## config.mk

```make
export PLATFORM = sky130hd
export DESIGN_NAME = cms_queue
export DESIGN_NICKNAME = d
export VERILOG_FILES = /design/src/rtl/cms_pkg.sv /design/src/rtl/cms_queue.sv
export SDC_FILE = /design/constraint.sdc
export NUM_CORES = 1
export LEC_CHECK = 0
export BUFFER_PORTS_ARGS = -buffer_cell sky130_fd_sc_hd__buf_4
export CAP_MARGIN = 10
export CORE_MARGIN = 1.5
export CORE_UTILIZATION = 56
export DETAILED_ROUTE_END_ITERATION = 7
export HOLD_SLACK_MARGIN = 0.03
export PLACE_DENSITY = 0.78
export SLEW_MARGIN = 0
export SYNTH_ARGS = -nofsm -noshare
export SYNTH_HDL_FRONTEND = slang
export SYNTH_SLANG_ARGS = --single-unit
```

## constraint.sdc

```tcl
create_clock -name clk -period 2.8 [get_ports clk]
set_clock_uncertainty 0.1 [all_clocks]
set_input_delay 0.42 -clock clk [delete_from_list [all_inputs] [get_ports clk]]
set_output_delay 0.42 -clock clk [all_outputs]
set_load 0.005 [all_outputs]
```

## src/rtl/cms_pkg.sv

```systemverilog
`default_nettype none
// ----------------------------------------------------------------------------
// cms_pkg: shared types and constants of the count-min sketch
// Table geometry, hash constants, the command code and the structure of one
// row operation passed from the front end to the back end.
// ----------------------------------------------------------------------------
package cms_pkg;

	localparam int ROWS       = 4;
	localparam int COLS       = 256;
	localparam int COUNT_BITS = 32;
	localparam int ROW_W      = 2;
	localparam int COL_W      = 8;
	localparam int ADDR_W     = ROW_W + COL_W;
	localparam int DEPTH      = ROWS * COLS;
	localparam int QDEPTH     = 4;
	localparam int QPTR_W     = 2;

	localparam logic [63:0] GOLDEN = 64'h9e3779b97f4a7c15;
	localparam logic [63:0] MIX1   = 64'hbf58476d1ce4e5b9;
	localparam logic [63:0] MIX2   = 64'h94d049bb133111eb;
	localparam logic [63:0] STRIDE = 64'h00000000cafef00d;
	localparam int SH1 = 30;
	localparam int SH2 = 27;
	localparam int SH3 = 31;

	localparam logic [1:0] REG_COLS = 2'd0;
	localparam logic [1:0] REG_ROWS = 2'd1;

	typedef enum logic {CMD_ADD = 1'b0, CMD_EST = 1'b1} cmd_t;

	typedef struct packed {
		cmd_t              cmd;
		logic [ROW_W-1:0]  row;
		logic [COL_W-1:0]  col;
		logic signed [15:0] delta;
		logic              last;
	} op_t;

	typedef enum logic [2:0] {F_IDLE, F_MUL1, F_MUL2, F_MOD, F_PUSH} front_state_t;
	typedef enum logic [1:0] {B_CLEAR, B_IDLE, B_EXEC} back_state_t;

endpackage
`default_nettype wire

```

## src/rtl/cms_queue.sv

```systemverilog
`default_nettype none
// ----------------------------------------------------------------------------
// cms_queue: row operation queue
// A small first-in first-out buffer between the front end and the back end.
// ----------------------------------------------------------------------------
module cms_queue import cms_pkg::*; (
	input  wire logic clk,
	input  wire logic arst_n,
	input  wire logic push,
	input  op_t       push_op,
	output logic      full,
	input  wire logic pop,
	output op_t       pop_op,
	output logic      empty
);

	op_t               slot_q [QDEPTH];
	logic [QPTR_W-1:0] wr_q, rd_q;
	logic [QPTR_W:0]   cnt_q;
	logic              do_push, do_pop;

	assign full    = (cnt_q == QPTR_W'(0) + (QPTR_W+1)'(QDEPTH));
	assign empty   = (cnt_q == '0);
	assign do_push = push && !full;
	assign do_pop  = pop && !empty;
	assign pop_op  = slot_q[rd_q];

	always_ff @(posedge clk or negedge arst_n) begin
		if (!arst_n) begin
			wr_q  <= '0;
			rd_q  <= '0;
			cnt_q <= '0;
		end else begin
			if (do_push) wr_q <= wr_q + 1'b1;
			if (do_pop) rd_q <= rd_q + 1'b1;
			if (do_push && !do_pop) cnt_q <= cnt_q + 1'b1;
			else if (do_pop && !do_push) cnt_q <= cnt_q - 1'b1;
		end
	end

	always_ff @(posedge clk) begin
		if (do_push) slot_q[wr_q] <= push_op;
	end

endmodule
`default_nettype wire

```

==> qor.txt <==
status: complete, no violations
die height: 92.21 um
fill cell count: 393
Reg2Reg Capture Point: cnt_q[2]$_DFFE_PN0P_
Slowest cell on crit path: dfrtp_2
ratio of cells with drive above 1 in the final layout: 41.64%
most frequent cells in the layout: edfxtp_1 (112), buf_4 (68), dlygate4sd3_1 (29)
HP Class: in2reg
Synth Cell Area: 0.004457 mm2
Max VDD drop: 0.0006059 V
max cap viols: 0
Final TNS setup: 0 ns
global-route wire length before repair: 12680 um
Crit path largest cell delay: 0.69 ns
clock transition at the registers of the reported paths: 0.05 ns
Total GRT Usage: 21.11%
DR pass1 iterations: 4
sw frac: 25.63%
Critical Path Start Type: register
Detailed Route Iter0 Violations: 160
Die W: 92.21 um
largest net degree at the start of global routing: 29
final WL: 8067 um
placed inst area: 0.005087 mm2
Crit Path Max Fanout: 16
setup repair bufs after CTS: 0
worst hold stages: 3
Final Cycle Share: 94.79%
HPWL after detailed placement: 4493 um
RSZ-0062 raised after global routing: false
Critical Path End Type: output port
clock power share: 32.2%
WP data required: 2.28 ns
Arrival @ worst endpoint: 2.13 ns
post-synth top area share: 75.46%
area leader, netlist: edfxtp_1
HP Start: pop
post-route cell area: 0.005934 mm2
most common cell after layout, fill and taps aside: edfxtp_1
post-DR wirelength/cell: 19.82 um
vias in the first global route: 2376
WHS Endpoint: rd_q[1]$_DFFE_PN0P_
Synth area leaders: edfxtp_1 (75%), mux4_2 (14%), dfrtp_1 (3.9%)
flop2flop setup slack: 0.49 ns
DR vias: 2173
core area: 0.007727 mm2
Final WS setup: 0.1458 ns
Synth-to-Final Area Change: 33.16%
CTS sink count: 119
Inserted Clock Buffers: 17
Sw Pwr: 1.620 mW
Comb power frac: 27.1%
max-slew violations: 0
final setup fails: 0
Die Area: 0.008503 mm2
register area share after synthesis: 79.39%
Worst R2R Start: cnt_q[2]$_DFFE_PN0P_
post-route antenna net violation count: 0
Post-Syn Nets: 220
# DRC: 0
Pleak: 2.148 nW
worst-margin pin slew: 0.5628 ns
CTS Buffer Depth: 2
CP Class: reg2out
Period minus WS final: 2.654 ns
Fin. Hold Viols: 0
PwrDens: 1065 mW/mm2
Max-slew headroom: 62.40%
worst path cell trace: buf_12 -> mux4_2 -> buf_4
antenna cells: 0
Tot Pwr: 6.321 mW
fmax: 376.8 MHz
Mapped Cells: 182
# rows: 32
Yosys cell types: 20
H-tree lvl count: 4
RD Place Congestion: 0.7286
Via density: 5.339
Initial Util: 57.67%
flops & latches, synth: 119
nets: 331
antenna violations before repair: 0
Flop pwr share: 40.7%
Place WS: 0.5248 ns
Skew-Pair Late Insertion Delay: 0.50 ns
CP top delay family: flip-flops
R2R cell count: 8
top-level I/O count: 62
internal power: 4.701 mW
average cell area after synthesis: 24.49 um2
Ys Warns: 0
CTS Root Cell: clkbuf_8
port buffer count: 61
worst path bufs/invs: 2
CTS tree: built
grt ovf: 0
[layer usage]
layer | vias to the layer above | wire, um | GRT usage, %
met2 | 60 | 4128 | 34.26
met5 | - | 0 | 0
met4 | 0 | 67 | 8.462
met1 | 1129 | 3582 | 27.80
li1 | 978 | - | -
met3 | 6 | 288 | 5.141
[final cells by class]
cell class	count	area (um2)	area share [%]
Tap cell	102	127.6	2.151
Clock buffer	19	421.7	7.105
Multi-Input combinational cell	52	854.6	14.40
Sequential cell	119	3540	59.65
Timing Repair Buffer	99	840.8	14.17
Clock inverter	12	135.1	2.277
Inverter	4	15.01	0.2530
[through the flow]
stage | std cells | utilization, % | hold WS [ns]
finish | 407 | 76.80 | 0.1300
global route | 407 | 76.80 | 0.1441
CTS | 407 | 76.80 | 0.1094
detailed placement | 347 | 65.84 | 0.1382
global placement | 347 | 65.84 | 0.1364
floorplan | 182 | - | 0.02441
[worst min-delay path, delay by kind of cell]
family	cells	cell delay, ns
XOR/XNOR	1	0.06
buffers and inverters	1	0.12
AND/OR/NAND/NOR	1	0.09
[worst max-delay path by stage]
stage                     slack (ns)                   end                  from  cells after the start
after floorplan                 0.72  cnt_q[2]$_DFFE_PN0P_  cnt_q[0]$_DFFE_PN0P_                      8
after global placement          0.59  cnt_q[2]$_DFFE_PN0P_  cnt_q[2]$_DFFE_PN0P_                      8
after detailed placement        0.52  cnt_q[2]$_DFFE_PN0P_  cnt_q[2]$_DFFE_PN0P_                      8
after CTS                       0.08             pop_op[5]   rd_q[0]$_DFFE_PN0P_                      3
after global routing         0.00007             pop_op[5]   rd_q[0]$_DFFE_PN0P_                      3
final                           0.15             pop_op[5]   rd_q[0]$_DFFE_PN0P_                      3
[registers in the layout, summed over array words and instances, names as in the netlist]
signal,count
wr_q,2
cnt_q,3
slot_q,112
rd_q,2
[power by group through the flow]
stage	clock network [mW]	registers (mW)	logic, mW
3_5_place_dp	0	2.61	1.68
3_3_place_gp	0	2.59	1.67
5_1_grt	2.14	2.62	1.85
4_1_cts	2.06	2.58	1.74
2_1_floorplan	0	2.48	1.03
6_report	2.03	2.57	1.71
[cell usage after synthesis]
| master | instances |
|---|---|
| edfxtp_1 | 112 |
| mux4_2 | 28 |
| dfrtp_1 | 7 |
| ha_1 | 5 |
| and2_1 | 4 |
| inv_1 | 4 |
| xnor2_1 | 4 |
| buf_2 | 3 |
| buf_4 | 3 |
| xor2_1 | 2 |
| buf_6 | 1 |
| fa_1 | 1 |
| mux2_2 | 1 |
| mux2_4 | 1 |
| nand2_1 | 1 |
| nand3_1 | 1 |
| nor2_1 | 1 |
| nor2b_1 | 1 |
| nor3b_2 | 1 |
| or3_1 | 1 |
[what timing repair did]
action                                 CTS  global route
endpoints found under the hold margin  119             0
resized for setup                        0             0
hold buffers                            29             0
[logic make-up (layout without fill, tap and decap cells)]
| logic type | after synthesis | count (layout) | share of synthesized area [%] |
|---|---|---|---|
| xor+xnor | 6 | 6 | 1.179 |
| fa+ha+maj | 6 | 6 | 1.853 |
| buf+inv | 11 | 134 | 1.432 |
| flops | 119 | 119 | 79.39 |
| mux | 30 | 30 | 14.74 |
| simple gates | 10 | 10 | 1.403 |
Power figures use the tool's default switching activity.
