===== src/rtl/cms_pkg.sv =====
`default_nettype none
// ----------------------------------------------------------------------------
// cms_pkg: shared types and constants of the count-min sketch
// Table geometry, hash constants, the command code and the structure of one
// row operation passed from the front end to the back end.
// ----------------------------------------------------------------------------
package cms_pkg;

	localparam int ROWS       = 4;
	localparam int COLS       = 256;
	localparam int COUNT_BITS = 32;
	localparam int ROW_W      = 2;
	localparam int COL_W      = 8;
	localparam int ADDR_W     = ROW_W + COL_W;
	localparam int DEPTH      = ROWS * COLS;
	localparam int QDEPTH     = 4;
	localparam int QPTR_W     = 2;

	localparam logic [63:0] GOLDEN = 64'h9e3779b97f4a7c15;
	localparam logic [63:0] MIX1   = 64'hbf58476d1ce4e5b9;
	localparam logic [63:0] MIX2   = 64'h94d049bb133111eb;
	localparam logic [63:0] STRIDE = 64'h00000000cafef00d;
	localparam int SH1 = 30;
	localparam int SH2 = 27;
	localparam int SH3 = 31;

	localparam logic [1:0] REG_COLS = 2'd0;
	localparam logic [1:0] REG_ROWS = 2'd1;

	typedef enum logic {CMD_ADD = 1'b0, CMD_EST = 1'b1} cmd_t;

	typedef struct packed {
		cmd_t              cmd;
		logic [ROW_W-1:0]  row;
		logic [COL_W-1:0]  col;
		logic signed [15:0] delta;
		logic              last;
	} op_t;

	typedef enum logic [2:0] {F_IDLE, F_MUL1, F_MUL2, F_MOD, F_PUSH} front_state_t;
	typedef enum logic [1:0] {B_CLEAR, B_IDLE, B_EXEC} back_state_t;

endpackage
`default_nettype wire


===== src/rtl/cms_front.sv =====
`default_nettype none
// ----------------------------------------------------------------------------
// cms_front: hashing front end
// Takes one item, hashes its key once per row and reduces the hash modulo the
// column count, then queues one row operation per row.
// ----------------------------------------------------------------------------
module cms_front import cms_pkg::*; (
	input  wire logic        clk,
	input  wire logic        arst_n,
	input  wire logic        start,
	input  wire logic        command,
	input  wire logic [63:0] key,
	input  wire logic signed [15:0] delta,
	input  wire logic [8:0]  ncols,
	input  wire logic [2:0]  nrows,
	output logic             busy,
	output logic             q_push,
	output op_t              q_op,
	input  wire logic        q_full
);

	front_state_t state_q, state_nx;
	cmd_t               cmd_q;
	logic [63:0]        key_q;
	logic signed [15:0] delta_q;
	logic [ROW_W-1:0]   row_q;
	logic [COL_W-1:0]   col_q;
	logic [63:0]        work_q;
	logic [63:0]        acc_q;
	logic [3:0]         step_q;
	logic [8:0]         rem_q;

	logic [63:0]      mix_a, mix_c, mul_p, acc_nx, hash_v, row_off;
	logic [31:0]      mul_x, mul_y;
	logic [8:0]       rem_nx;
	logic [ROW_W-1:0] row_inc;
	logic             last;

	assign last    = ({1'b0, row_q} == (nrows - 3'd1));
	assign row_inc = row_q + 1'b1;
	assign row_off = {62'd0, row_inc} * STRIDE;

	// Three 32x32 partial products give the low 64 bits of the product.
	always_comb begin
		if (state_q == F_MUL1) begin
			mix_a = work_q ^ (work_q >> SH1);
			mix_c = MIX1;
		end else begin
			mix_a = work_q ^ (work_q >> SH2);
			mix_c = MIX2;
		end
		case (step_q)
			4'd0: begin
				mul_x = mix_a[31:0];
				mul_y = mix_c[31:0];
			end
			4'd1: begin
				mul_x = mix_a[63:32];
				mul_y = mix_c[31:0];
			end
			default: begin
				mul_x = mix_a[31:0];
				mul_y = mix_c[63:32];
			end
		endcase
	end

	assign mul_p  = {32'd0, mul_x} * {32'd0, mul_y};
	assign acc_nx = (step_q == 4'd0) ? mul_p : acc_q + {mul_p[31:0], 32'd0};
	assign hash_v = acc_nx ^ (acc_nx >> SH3);

	// Four restoring steps of the modulo per cycle, most significant bit first.
	always_comb begin
		logic [8:0] r;
		r = rem_q;
		for (int i = 0; i < 4; i++) begin
			r = {r[7:0], work_q[63-i]};
			if (r >= ncols) begin
				r = r - ncols;
			end
		end
		rem_nx = r;
	end

	always_comb begin
		state_nx = state_q;
		case (state_q)
			F_IDLE: begin
				if (start) state_nx = F_MUL1;
			end
			F_MUL1: begin
				if (step_q == 4'd2) state_nx = F_MUL2;
			end
			F_MUL2: begin
				if (step_q == 4'd2) state_nx = F_MOD;
			end
			F_MOD: begin
				if (step_q == 4'd15) state_nx = F_PUSH;
			end
			F_PUSH: begin
				if (!q_full) state_nx = last ? F_IDLE : F_MUL1;
			end
			default: state_nx = F_IDLE;
		endcase
	end

	always_comb begin
		busy         = (state_q != F_IDLE);
		q_push       = (state_q == F_PUSH) && !q_full;
		q_op.cmd     = cmd_q;
		q_op.row     = row_q;
		q_op.col     = col_q;
		q_op.delta   = delta_q;
		q_op.last    = last;
	end

	always_ff @(posedge clk or negedge arst_n) begin
		if (!arst_n) begin
			state_q <= F_IDLE;
		end else begin
			state_q <= state_nx;
		end
	end

	always_ff @(posedge clk) begin
		case (state_q)
			F_IDLE: begin
				if (start) begin
					cmd_q   <= cmd_t'(command);
					key_q   <= key;
					delta_q <= delta;
					row_q   <= '0;
					work_q  <= key + GOLDEN;
					step_q  <= '0;
				end
			end
			F_MUL1: begin
				acc_q  <= acc_nx;
				step_q <= (step_q == 4'd2) ? 4'd0 : step_q + 4'd1;
				if (step_q == 4'd2) work_q <= acc_nx;
			end
			F_MUL2: begin
				acc_q  <= acc_nx;
				step_q <= (step_q == 4'd2) ? 4'd0 : step_q + 4'd1;
				if (step_q == 4'd2) begin
					work_q <= hash_v;
					rem_q  <= '0;
				end
			end
			F_MOD: begin
				rem_q  <= rem_nx;
				work_q <= {work_q[59:0], 4'd0};
				step_q <= step_q + 4'd1;
				if (step_q == 4'd15) col_q <= rem_nx[COL_W-1:0];
			end
			F_PUSH: begin
				if (!q_full && !last) begin
					row_q  <= row_inc;
					work_q <= key_q + row_off + GOLDEN;
					step_q <= '0;
				end
			end
			default: begin
				step_q <= '0;
			end
		endcase
	end

endmodule
`default_nettype wire


===== config.mk =====
export PLATFORM = sky130hd
export DESIGN_NAME = cms_front
export DESIGN_NICKNAME = d
export VERILOG_FILES = /design/src/rtl/cms_pkg.sv /design/src/rtl/cms_front.sv
export SDC_FILE = /design/constraint.sdc
export NUM_CORES = 2
export LEC_CHECK = 0
export BUFFER_PORTS_ARGS = -buffer_cell sky130_fd_sc_hd__buf_2
export CORE_MARGIN = 8
export CORE_UTILIZATION = 40
export DETAILED_ROUTE_END_ITERATION = 8
export PLACE_DENSITY = 0.66
export SLEW_MARGIN = 15
export SYNTH_ARGS = -nofsm -noshare
export SYNTH_HDL_FRONTEND = slang
export SYNTH_SLANG_ARGS = --single-unit

===== constraint.sdc =====
create_clock -name clk -period 21.6 [get_ports clk]
set_input_delay 0 -clock clk [delete_from_list [all_inputs] [get_ports clk]]
set_output_delay 0 -clock clk [all_outputs]
set_load 0.1 [all_outputs]

==> metrics.yaml <==
synthesis:
  synth_top_area_share_pct: 33.91
  postSynthCellCount: 5269
  yosys.area_share.simple_pct: 11.36
  async_flop_share_pct: 1.282
  synthDistinctLibCells: 94
  synth_xor_area_share_pct: 5.478
  ys.flop_type: "edfxtp_1"
  synth_seq_cells: 234
  syn_area_per_cell_um2: 9.367
  synth.top_cells.by_area: "fa_1, edfxtp_1, ha_1"
  synth-edff-count: 231
  syn_nets: 6689
  ys_seq_area_share_pct: 14.21
  yosysTopAreaCell: "fa_1"
  synthMuxAreaShare_pct: 1.764
  synthAdderAreaFrac_pct: 46.27
  synth_top_family_by_area: "adder cells"
  synth_compound_area_share_pct: 11.31
  ys_warn_count: 0
  syn-cell-area_mm2: 0.04936
global_route:
  antenna_found_initial: 1
  grt_start_max_net_pins: 83
  grt_pass1_vias: 41200
  grt_pass1_wl_um: 263800
  overflow: 0
  grt.total_usage_pct: 25.56
cells_and_area:
  final_common_cell: "inv_1"
  areaGrowthSynthToFinish_pct: 8.840
  diodes: 0
  drive_gt1_share_pct: 6.078
  multi_input_area_mm2: 0.03767
  seq_area_mm2: 0.007013
  final_cell_mix: "inv_1, fa_1, ha_1"
  fill_cells: 11980
  nets: 6811
routing:
  dr.pass1.iters: 6
  vias: 39220
  wl_per_cell_um: 24.89
  routed_wl_um: 175500
  drc: 0
  vias_per_cell: 5.563
  postRouteAntennaNets: 0
  drt_iter0_markers: 3809
timing:
  setup_violations: 0
  rsz0062_at_grt: "no"
  fin_hold_ws_ps: 2.417
  clock_skew_ps: 26.59
  post-route-period-util_pct: 66.79
  drv_slew: 0
  max_clock_freq_mhz: 69.32
  max_slew_margin_pct: 14.76
  hold_viol: 0
  tightest_slew_ps: 1265
  fin_crit_ps: 14430
  fin_setup_tns_ps: 0
clock_network:
  clk_pin_slew_ps: 60
  cts_tree: "done"
  cts.htree.levels: 1
  cts.sinks: 234
  clock_path_buffers: 3
  cts-root-buf: "clkbuf_16"
  cts_made_buffers: 29
  clk-insertion-delay-late_ps: 590
  cts_resized: 0
die:
  die_w_um: 367.3
  fp.dieH_um: 367.3
  io_pins: 127
  rows: 129
  initial_core_util_pct: 40.08
  die-area_mm2: 0.1349
  fp.coreArea_mm2: 0.1232
placement:
  numPortBuffers: 126
  place_congestion: 0.9820
  hpwl_um: 146900
outcome:
  status: "completed"
worst_setup_path:
  required_ps: 21940
  rr_startpoint: "state_q[1]$_DFFE_PN0P_"
  worstRegToRegCells: 43
  path_class: "reg2reg"
  slowest_stage: "dfrtp_1"
  timing.rr.end: "work_q[62]$_DFFE_PP_"
  crit_path_start_kind: "flip-flop"
  cp-endpoint: "work_q[62]$_DFFE_PP_"
  startpoint: "state_q[1]$_DFFE_PN0P_"
  cp_max_fo: 74
  max_stage_delay_ps: 880
  crit_top_cell: "inv_1"
  cp-end-kind: "flip-flop"
  reg2reg_slack_ps: 7170
  critPathArrivalTime_ps: 14770
run:
  cap_violations: 0
min_path:
  hp-class: "in2reg"
==> worst min path at each step <==
stage | slack, ps | startpoint | end | depth (start not counted)
final | 2 | start | key_q[55]$_DFFE_PP_ | 2
after global routing | 20 | start | key_q[54]$_DFFE_PP_ | 2
after CTS | 20 | ncols[0] | col_q[0]$_DFFE_PP_ | 3
after detailed placement | -180 | arst_n | state_q[2]$_DFFE_PN0P_ | 1
after global placement | -180 | arst_n | state_q[2]$_DFFE_PN0P_ | 1
after floorplan | -300 | arst_n | state_q[0]$_DFFE_PN0P_ | 0
==> timing repair <==
| action | CTS | global route |
|---|---|---|
| hold buffers | 84 | 0 |
| endpoints found under the setup margin | 0 | 0 |
| hold endpoints to repair | 103 | 0 |
| setup buffers | 0 | 0 |
==> cell type report <==
class / count / area share [%]
multi-input combinational: 3777 / 70.12
inverter: 1078 / 7.537
clock inverter: 20 / 0.4472
timing repair buffer: 271 / 3.652
clock buffer: 33 / 1.379
tap: 1637 / 3.813
sequential: 234 / 13.05
==> logic make-up (layout without fill, tap and decap cells) <==
kind of cell	Yosys count	in the layout
AOI/OAI and AO/OA	869	869
xor gates and xnor gates	307	307
adders and majority gates	1324	1324
buffers and inverters	1258	1402
DFF	234	234
muxes	84	84
and+or+nand+nor	1193	1193
==> flip-flops by register name, summed over array words and instances (netlist names) <==
signal / flops
acc_q: 64
row_q: 2
work_q: 64
col_q: 8
key_q: 64
step_q: 4
cmd_q: 1
rem_q: 8
delta_q: 16
state_q: 3
==> critical path: cells and delay by family (launching register included) <==
| family | cells | cell delay (ps) |
|---|---|---|
| buffers and inverters | 12 | 2270 |
| multiplexers | 1 | 230 |
| AND/OR/NAND/NOR | 7 | 1460 |
| AO/OA/AOI/OAI | 10 | 3360 |
| XOR/XNOR | 3 | 910 |
| adder cells (fa/ha/maj) | 10 | 4800 |
| flip-flops | 1 | 880 |
==> per-layer routing <==
| metal | global-route usage [%] | vias to the layer above | routed length [um] |
|---|---|---|---|
| met5 | 0 | - | 13 |
| met4 | 9.746 | 2 | 8178 |
| met3 | 5.692 | 346 | 16370 |
| met2 | 40.99 | 1946 | 79670 |
| met1 | 33.75 | 19660 | 71260 |
| li1 | - | 17270 | - |
==> Yosys cell counts, types with 10 or more instances <==
master	n
inv_1	1075
fa_1	836
ha_1	487
nand2_1	371
nor2_1	359
a21oi_1	262
edfxtp_1	231
xnor2_1	166
o21ai_0	154
clkbuf_1	153
xor2_1	140
and2_1	85
nor2b_1	78
a21o_1	77
nand2b_1	64
mux2i_1	60
o21ai_1	60
nand4_1	55
nand3_1	47
nor3_1	36
o211ai_1	30
or2_2	27
a31oi_1	26
mux2_2	24
a211oi_1	23
o21bai_1	23
o21a_1	20
buf_1	18
a22oi_1	17
and3_1	17
o221ai_1	17
a221oi_1	16
o31ai_1	16
a222oi_1	14
or3_1	13
a211o_1	11
nor4_1	10
o22ai_1	10
==> stage by stage <==
stage / setup slack, ps / cell area [um^2] / cells / utilization [%]
6_report: 7173 / 53720 / 7050 / 43.62
2_1_floorplan: 10520 / 49360 / 5269 / -
3_3_place_gp: 7630 / 51870 / 6912 / 42.12
5_1_grt: 6451 / 53720 / 7050 / 43.62
3_5_place_dp: 7499 / 51870 / 6912 / 42.12
4_1_cts: 7395 / 53690 / 7049 / 43.60
Power is not shown: default switching activity piles up to over one toggle a cycle in this logic, so the estimate is an artifact.
